## config.mk

```make
export PLATFORM = sky130hd
export DESIGN_NAME = skrt_control
export DESIGN_NICKNAME = d
export VERILOG_FILES = /design/src/hw/rtl/skrt_pkg.sv /design/src/hw/rtl/skrt_control.sv
export SDC_FILE = /design/constraint.sdc
export NUM_CORES = 1
export LEC_CHECK = 0
export ABC_CLOCK_PERIOD_IN_PS = 1550
export BUFFER_PORTS_ARGS = -buffer_cell sky130_fd_sc_hd__buf_4
export CORE_MARGIN = 4
export CORE_UTILIZATION = 38
export DETAILED_ROUTE_END_ITERATION = 6
export GPL_TIMING_DRIVEN = 1
export MAX_ROUTING_LAYER = met4
export PLACE_DENSITY = 0.79
export RECOVER_POWER = 100
export SLEW_MARGIN = 20
export SYNTH_ARGS = -nofsm -noshare
export SYNTH_HDL_FRONTEND = slang
export SYNTH_SLANG_ARGS = --single-unit
```

## constraint.sdc

```tcl
create_clock -name clock -period 1.55 [get_ports clock]
set_input_delay 0.31 -clock clock [delete_from_list [all_inputs] [get_ports clock]]
set_output_delay 0.31 -clock clock [all_outputs]
set_load 0.02 [all_outputs]
```

## src/hw/rtl/skrt_pkg.sv

```systemverilog
package skrt_pkg;

   localparam int CAPACITY = 256;
   localparam int IDX_W = $clog2(CAPACITY);
   localparam int CNT_W = $clog2(CAPACITY + 1);

   typedef enum logic [2:0] {
      FUNC_SET    = 3'd0,
      FUNC_GET    = 3'd1,
      FUNC_REMOVE = 3'd2,
      FUNC_READ   = 3'd3,
      FUNC_CLEAR  = 3'd4
   } func_type;

   typedef enum logic [1:0] {
      ST_OK        = 2'd0,
      ST_BAD_ARG   = 2'd1,
      ST_NOT_FOUND = 2'd2,
      ST_FULL      = 2'd3
   } status_type;

   typedef struct packed {
      logic [63:0] capsule;
      logic [63:0] last_time;
      logic [63:0] next_time;
      logic [63:0] period;
      logic [63:0] seed;
      logic [31:0] executed;
      logic [31:0] narrative;
      logic [63:0] compacted_time;
      logic [31:0] compactions;
   } record_type;

   typedef struct packed {
      logic [63:0] key;
      record_type  rec;
   } slot_type;

   typedef struct packed {
      logic [2:0]  func;
      logic [63:0] key;
      logic [7:0]  position;
      logic [63:0] capsule_in;
      logic [63:0] last_time_in;
      logic [63:0] next_time_in;
      logic [63:0] period_in;
      logic [63:0] seed_in;
      logic [31:0] executed_in;
      logic [31:0] narrative_in;
      logic [63:0] compacted_time_in;
      logic [31:0] compactions_in;
   } req_type;

   typedef struct packed {
      logic [1:0]  status;
      logic [63:0] key_out;
      logic [63:0] capsule_out;
      logic [63:0] last_time_out;
      logic [63:0] next_time_out;
      logic [63:0] period_out;
      logic [63:0] seed_out;
      logic [31:0] executed_out;
      logic [31:0] narrative_out;
      logic [63:0] compacted_time_out;
      logic [31:0] compactions_out;
      logic [8:0]  entry_count;
   } rsp_type;

   typedef enum logic [3:0] {
      S_IDLE, S_DECODE, S_SRCH_RD, S_SRCH_WAIT, S_SRCH_CMP, S_SHIFT_RD,
      S_SHIFT_WR, S_WRITE, S_READ_WAIT, S_RESP
   } state_type;

   // Commands from controller to datapath.
   typedef struct packed {
      logic capture;
      logic search_init;
      logic search_issue;
      logic search_step;
      logic up_init;
      logic down_init;
      logic shift_rd;
      logic shift_wr;
      logic write_new;
      logic pos_rd;
      logic cnt_inc;
      logic cnt_dec;
      logic cnt_clear;
      logic rsp_load;
      logic rsp_data;
      logic [1:0] rsp_status;
   } cmd_type;

   // Status back to controller.
   typedef struct packed {
      logic [2:0] func;
      logic key_zero;
      logic count_zero;
      logic full;
      logic pos_bad;
      logic search_open;
      logic hit;
      logic shift_done;
   } stat_type;

endpackage

```

## src/hw/rtl/skrt_control.sv

```systemverilog
module skrt_control (
   input  logic               clock,
   input  logic               reset,
   input  logic               req_valid,
   output logic               req_stall,
   output logic               rsp_valid,
   input  logic               rsp_stall,
   input  skrt_pkg::stat_type stat,
   output skrt_pkg::cmd_type  cmd
);
   import skrt_pkg::*;

   state_type state_ff, state_in;

   always_ff @(posedge clock) begin
      if (reset) state_ff <= S_IDLE;
      else state_ff <= state_in;
   end

   always_comb begin
      state_in = state_ff;
      unique case (state_ff)
         S_IDLE:      if (req_valid) state_in = S_DECODE;
         S_DECODE: begin
            unique case (stat.func) inside
               FUNC_SET, FUNC_GET:
                  state_in = stat.key_zero ? S_RESP : S_SRCH_RD;
               FUNC_REMOVE:
                  state_in = (stat.key_zero || stat.count_zero) ? S_RESP : S_SRCH_RD;
               FUNC_READ:   state_in = stat.pos_bad ? S_RESP : S_READ_WAIT;
               default:     state_in = S_RESP;
            endcase
         end
         S_SRCH_RD:   state_in = stat.search_open ? S_SRCH_WAIT : S_SRCH_CMP;
         S_SRCH_WAIT: state_in = S_SRCH_CMP;
         S_SRCH_CMP: begin
            if (stat.search_open) state_in = S_SRCH_RD;
            else if (stat.func == FUNC_SET && !stat.hit && !stat.full)
               state_in = S_SHIFT_RD;
            else if (stat.func == FUNC_REMOVE && stat.hit)
               state_in = S_SHIFT_RD;
            else if (stat.func == FUNC_SET && stat.hit) state_in = S_WRITE;
            else state_in = S_RESP;
         end
         S_SHIFT_RD:  state_in = stat.shift_done ? (stat.func == FUNC_SET ? S_WRITE : S_RESP)
                                                 : S_SHIFT_WR;
         S_SHIFT_WR:  state_in = S_SHIFT_RD;
         S_WRITE:     state_in = S_RESP;
         S_READ_WAIT: state_in = S_RESP;
         S_RESP:      if (!rsp_stall) state_in = S_IDLE;
         default:     state_in = S_IDLE;
      endcase
   end

   // The search loop: SRCH_RD issues a probe read when the range is open;
   // SRCH_CMP narrows the range with the registered key. When the range has
   // closed, SRCH_RD only falls through and CMP picks the finishing action.
   // SHIFT_RD checks for a remaining copy with the pointer already set up.
   always_comb begin
      cmd = '0;
      req_stall = (state_ff != S_IDLE);
      rsp_valid = (state_ff == S_RESP);
      unique case (state_ff)
         S_IDLE: begin
            cmd.capture = req_valid;
         end
         S_DECODE: begin
            cmd.search_init = 1'b1;
            cmd.rsp_load = 1'b1;
            cmd.rsp_status = ST_BAD_ARG;
            if (stat.func == FUNC_CLEAR) begin
               cmd.cnt_clear = 1'b1;
               cmd.rsp_status = ST_OK;
            end
            if (stat.func == FUNC_READ) cmd.pos_rd = !stat.pos_bad;
         end
         S_SRCH_RD:   cmd.search_issue = stat.search_open;
         S_SRCH_CMP: begin
            cmd.search_step = stat.search_open;
            if (!stat.search_open) begin
               if (stat.func == FUNC_SET && !stat.hit && !stat.full) cmd.up_init = 1'b1;
               if (stat.func == FUNC_REMOVE && stat.hit) begin
                  cmd.down_init = 1'b1;
                  cmd.cnt_dec = 1'b1;
               end
               cmd.rsp_load = 1'b1;
               cmd.rsp_status = stat.hit ? ST_OK
                              : (stat.func == FUNC_SET ? (stat.full ? ST_FULL : ST_OK)
                                                       : ST_NOT_FOUND);
               cmd.rsp_data = stat.hit && stat.func == FUNC_GET;
            end
         end
         S_SHIFT_RD:  cmd.shift_rd = !stat.shift_done;
         S_SHIFT_WR:  cmd.shift_wr = 1'b1;
         S_WRITE: begin
            cmd.write_new = 1'b1;
            cmd.cnt_inc = !stat.hit;
         end
         S_READ_WAIT: begin
            cmd.rsp_load = 1'b1;
            cmd.rsp_status = ST_OK;
            cmd.rsp_data = 1'b1;
         end
         S_RESP:      ;
         default:     ;
      endcase
   end
endmodule

```

==> metrics.cfg, run 1 <==
[clocking]
cts_root_buf=clkbuf_4
clock_sinks=4
clockBufferDepth=2
cts_made_buffers=3
htreeDepth=1

[timing]
grt-worst-endpoint=cmd[5]
endpoint_type=primary output

[synthesis]
seq_area_frac_synth_pct=13.9
synth_edf_count=0
ys.flop_type=dfxtp_1
synthArstFlopShare_pct=0
ys_ff_latch=4
synthCells=83
synth_area_per_cell_sq_um=6.96
syn-num-nets=97
netlist-cell-type-count=35
syn-cell-area_sq_um=578
yosys_warnings=0

[die]
ios=33
die_h_microns=47
rows=13
die_w_microns=47
floorplan.initialDensity_pct=42.3

[status]
error_message=[ERROR DPL-0038] Utilization greater than 100%, impossible to legalize
status=stopped before the end
stop_stage=global routing (5_1_grt)

[placed_design]
dp_cells=143
place_hpwl_microns=1730
gp_congestion=0.923
port-buffer-count=32

[grt]
grt_max_degree=13

-- timing repair --
action / 4_1_cts
pin swaps: 8
buffers inserted: 5
resized for setup: 29
endpoints found under the setup margin: 15
hold buffers: 0
-- synthesized netlist by cell type (2+ instances only) --
| library cell | instances | area [sq um] |
|---|---|---|
| nor2_1 | 13 | 48.8 |
| a2111oi_2 | 2 | 30.0 |
| nor3_1 | 5 | 25.0 |
| dfxtp_1 | 4 | 80.1 |
| a32oi_1 | 3 | 26.3 |
| nand2_1 | 3 | 11.3 |
| and3_1 | 5 | 31.3 |
| buf_2 | 4 | 20.0 |
| nor4_1 | 2 | 12.5 |
| inv_1 | 4 | 15.0 |
| a21oi_1 | 5 | 25.0 |
| o21ai_0 | 5 | 25.0 |
| nand2b_1 | 6 | 37.5 |
-- logic make-up after synthesis --
kind of cell | Yosys count | share of synthesized area, %
buffers and inverters | 9 | 7.36
flip-flops | 4 | 13.9
AND/OR/NAND/NOR | 46 | 47.4
XOR/XNOR | 1 | 1.52
AO/OA/AOI/OAI | 23 | 29.9
-- metrics by stage --
step,worst slack [ns],hold slack [ns],area [sq um],TNS (ns)
after CTS,-0.193,0.254,1180,-1.86
after detailed placement,-0.0295,0.512,980,-0.0435
after global placement,-0.0136,0.510,980,-0.0136
after floorplan,-0.133,0.371,629,-0.133
==> run 2, diff against run 1 <==
--- a/config.mk
+++ b/config.mk
@@ -5,14 +5,13 @@
 export SDC_FILE = /design/constraint.sdc
 export NUM_CORES = 1
 export LEC_CHECK = 0
-export ABC_CLOCK_PERIOD_IN_PS = 1550
+export ABC_CLOCK_PERIOD_IN_PS = 2000
 export BUFFER_PORTS_ARGS = -buffer_cell sky130_fd_sc_hd__buf_4
-export CORE_MARGIN = 4
-export CORE_UTILIZATION = 38
+export CORE_AREA = 4 4 65 67
 export DETAILED_ROUTE_END_ITERATION = 6
+export DIE_AREA = 0 0 69 71
 export GPL_TIMING_DRIVEN = 1
-export MAX_ROUTING_LAYER = met4
-export PLACE_DENSITY = 0.79
+export PLACE_DENSITY_LB_ADDON = 0.15
 export RECOVER_POWER = 100
 export SLEW_MARGIN = 20
 export SYNTH_ARGS = -nofsm -noshare
==> constraint.sdc (replaced) <==
create_clock -name clock -period 2 [get_ports clock]
set_input_delay 0.4 -clock clock [delete_from_list [all_inputs] [get_ports clock]]
set_output_delay 0.4 -clock clock [all_outputs]
set_load 0.02 [all_outputs]
==> run 2 against run 1 <==
Compared with the run above:
- the run now ends clean
- synthesized cell count stayed put
- area after synthesis stayed put
==> metrics.cfg, run 2 <==
[synthesis]
synth_area_per_cell_sq_um=6.96  ; unchanged
synth_top_area_share_pct=13.9  ; unchanged
seq_area_frac_synth_pct=13.9  ; unchanged
synthTopCellsByArea=dfxtp_1 14%, nor2_1 8.4%, nand2b_1 6.5%
synthArstFlopShare_pct=0  ; unchanged
yosysTopAreaCell=dfxtp_1
syn-cell-area_sq_um=578  ; unchanged
synthCells=83  ; unchanged
yosysMostFrequentCell=nor2_1
ys.flop_type=dfxtp_1
netlist-cell-type-count=35  ; unchanged
syn-num-nets=97  ; unchanged
yosys_warnings=0  ; unchanged
synth_commonest_cells=13 x nor2_1, 6 x nand2b_1
ys_ff_latch=4  ; unchanged
synth_edf_count=0  ; unchanged

[grt]
grt_use_total_pct=8.92
antenna_found_initial=0
grt_pass1_wl_microns=3560
grt.overflow.total=0
grt_max_degree=12
grt_pass1_vias=774

[timing]
final-setup-viol-count=0
slew_violations=0
grt_setup_unrepaired=no
finalHoldViolations=0
tightest_slew_ns=0.381
maxClockFrequency_ghz=0.513
fin_crit_sh_pct=97.4
period_needed_ns=1.95
finalClockSkew_ns=0.000160
setup_tns_ns=0
relSlewSlack_pct=74.4

[drt]
wl_microns=2230
first_iter_violations=32
dr_wl_met3_microns=96
viasPerCell=4.57
wirelength_met1_microns=884
drc_errors=0
wl_met2_microns=1220
ant_nets=0
drt_first_pass_iters=4
vias=777
wl_per_cell_microns=13.1
top_layer_used=met4

[cells_and_area]
finalInstanceArea_sq_um=917
top_register=state_ff
diodes=0
final_cell_mix=26 x buf_4, 12 x nor2_1, 8 x clkbuf_1
reg.largest.list=state_ff: 4 flops
area_growth_pct=58.7
drive_above_1_share_pct=37.7
final_nets=138
fillers=438
largest_register_ffs=4
final_common_cell=buf_4

[clocking]
cts_root_buf=clkbuf_8
cts_made_buffers=3  ; unchanged
clk_latency_ns=0.21
cts_hold_buffers=0  ; unchanged
cts_tree=yes
clockBufferDepth=2  ; unchanged
clkTransAtPathRegs_ns=0.03
clock_sinks=4  ; unchanged
htreeDepth=1  ; unchanged

[die]
ios=33  ; unchanged
floorplan.initialDensity_pct=15.9  ; -26 points
die_h_microns=71  ; +51%
die_area_sq_um=4900
core_sq_um=3630
rows=22  ; +9
die_w_microns=69  ; +47%

[status]
status=completed

[placed_design]
port-buffer-count=32  ; unchanged
dpl_cell_area_sq_um=916  ; -6.5%
place_hpwl_microns=1830  ; +6.2%
gp_congestion=0.770  ; -17%

[pwr]
leakage_nw=0.392
vdd_drop_max_v=0.000407
p_per_area_nw_per_um2=1180
clock_power_share_pct=15.4
p_int_mw=0.556
power_frac_comb_pct=69.6
switching_power_mw=0.526
switching_share_pct=48.6
power_frac_seq_pct=15.1
finalPower_mw=1.08

[run]
maxCapViolCount=0

[hold_path]
hp-class=in -> reg

[setup_path]
worstPathMaxFanout=8
cp.arrival_ns=1.55
worstSetupPathType=reg -> out
required_ns=1.60
critPathCaptureType=primary output
start_kind=register

run 2: cell counts after synthesis:
No cell type changed its count.
run 2: cells by family after synthesis:
family | after synthesis | synth area share (%)
AND/OR/NAND/NOR | 46 | 47.4
AO/OA/AOI/OAI | 23 | 29.9
buffers and inverters | 9 | 7.36
flip-flops | 4 | 13.9
XOR/XNOR | 1 | 1.52
run 2: layout make-up:
| cell class | instances | area (sq um) | area share (%) |
|---|---|---|---|
| clock buffers | 3 | 41.3 | 4.50 |
| inverters | 4 | 15.0 | 1.64 |
| multi-input cells | 70 | 459 | 50.1 |
| flip-flops and latches | 4 | 81.3 | 8.87 |
| well taps | 48 | 60.1 | 6.55 |
| repair buffers | 41 | 260 | 28.4 |
run 2: worst paths after layout:
| path | depth (start not counted) | from | end | slack [ns] |
|---|---|---|---|---|
| max | 4 | state_ff[0] | cmd[3] | 0.05 |
| min | 2 | reset | state_ff[2] | 0.39 |
| max reg2reg | 4 | state_ff[0] | state_ff[0] | 0.40 |
| min reg2reg | 2 | state_ff[3] | state_ff[2] | 0.63 |
run 2: power by group through the flow:
stage | sequential [mW] | combinational, mW | clock [mW]
after CTS | 0.161 | 0.785 | 0.172
after global placement | 0.160 | 0.793 | 0
after global routing | 0.166 | 0.811 | 0.184
after detailed placement | 0.157 | 0.778 | 0
after floorplan | 0.138 | 0.495 | 0
final | 0.163 | 0.753 | 0.166
run 2: repair_timing:
item | 4_1_cts | 5_1_grt
pin swaps | 0 | 1
endpoints found under the setup margin | 3 | 3
buffers inserted | 0 | 1
resized for setup | 2 | 1
run 2: critical path, stage by stage (launching register included):
cell     delay [ns]
dfxtp_1        0.52
nor4_2         0.13
buf_4          0.16
or3_1          0.35
buf_4          0.17
run 2: layer usage:
| metal | track usage, % | up-vias |
|---|---|---|
| met1 | 9.25 | 356 |
| met3 | 1.99 | 6 |
| met2 | 17.7 | 30 |
| li1 | - | 385 |
| met4 | 2.60 | 0 |
| met5 | 0 | - |
run 2: through the flow:
step | setup slack (ns) | cells | hold WS [ns] | util [%]
final | 0.0525 | 170 | 0.393 | 25.2
after global routing | 0.00406 | 170 | 0.392 | 25.2
after CTS | 0.0198 | 169 | 0.387 | 26.4
after detailed placement | 0.190 | 166 | 0.618 | 25.2
after global placement | 0.200 | 166 | 0.621 | 25.2
after floorplan | 0.0565 | 83 | 0.469 | -
(Power assumes the default switching activity.)
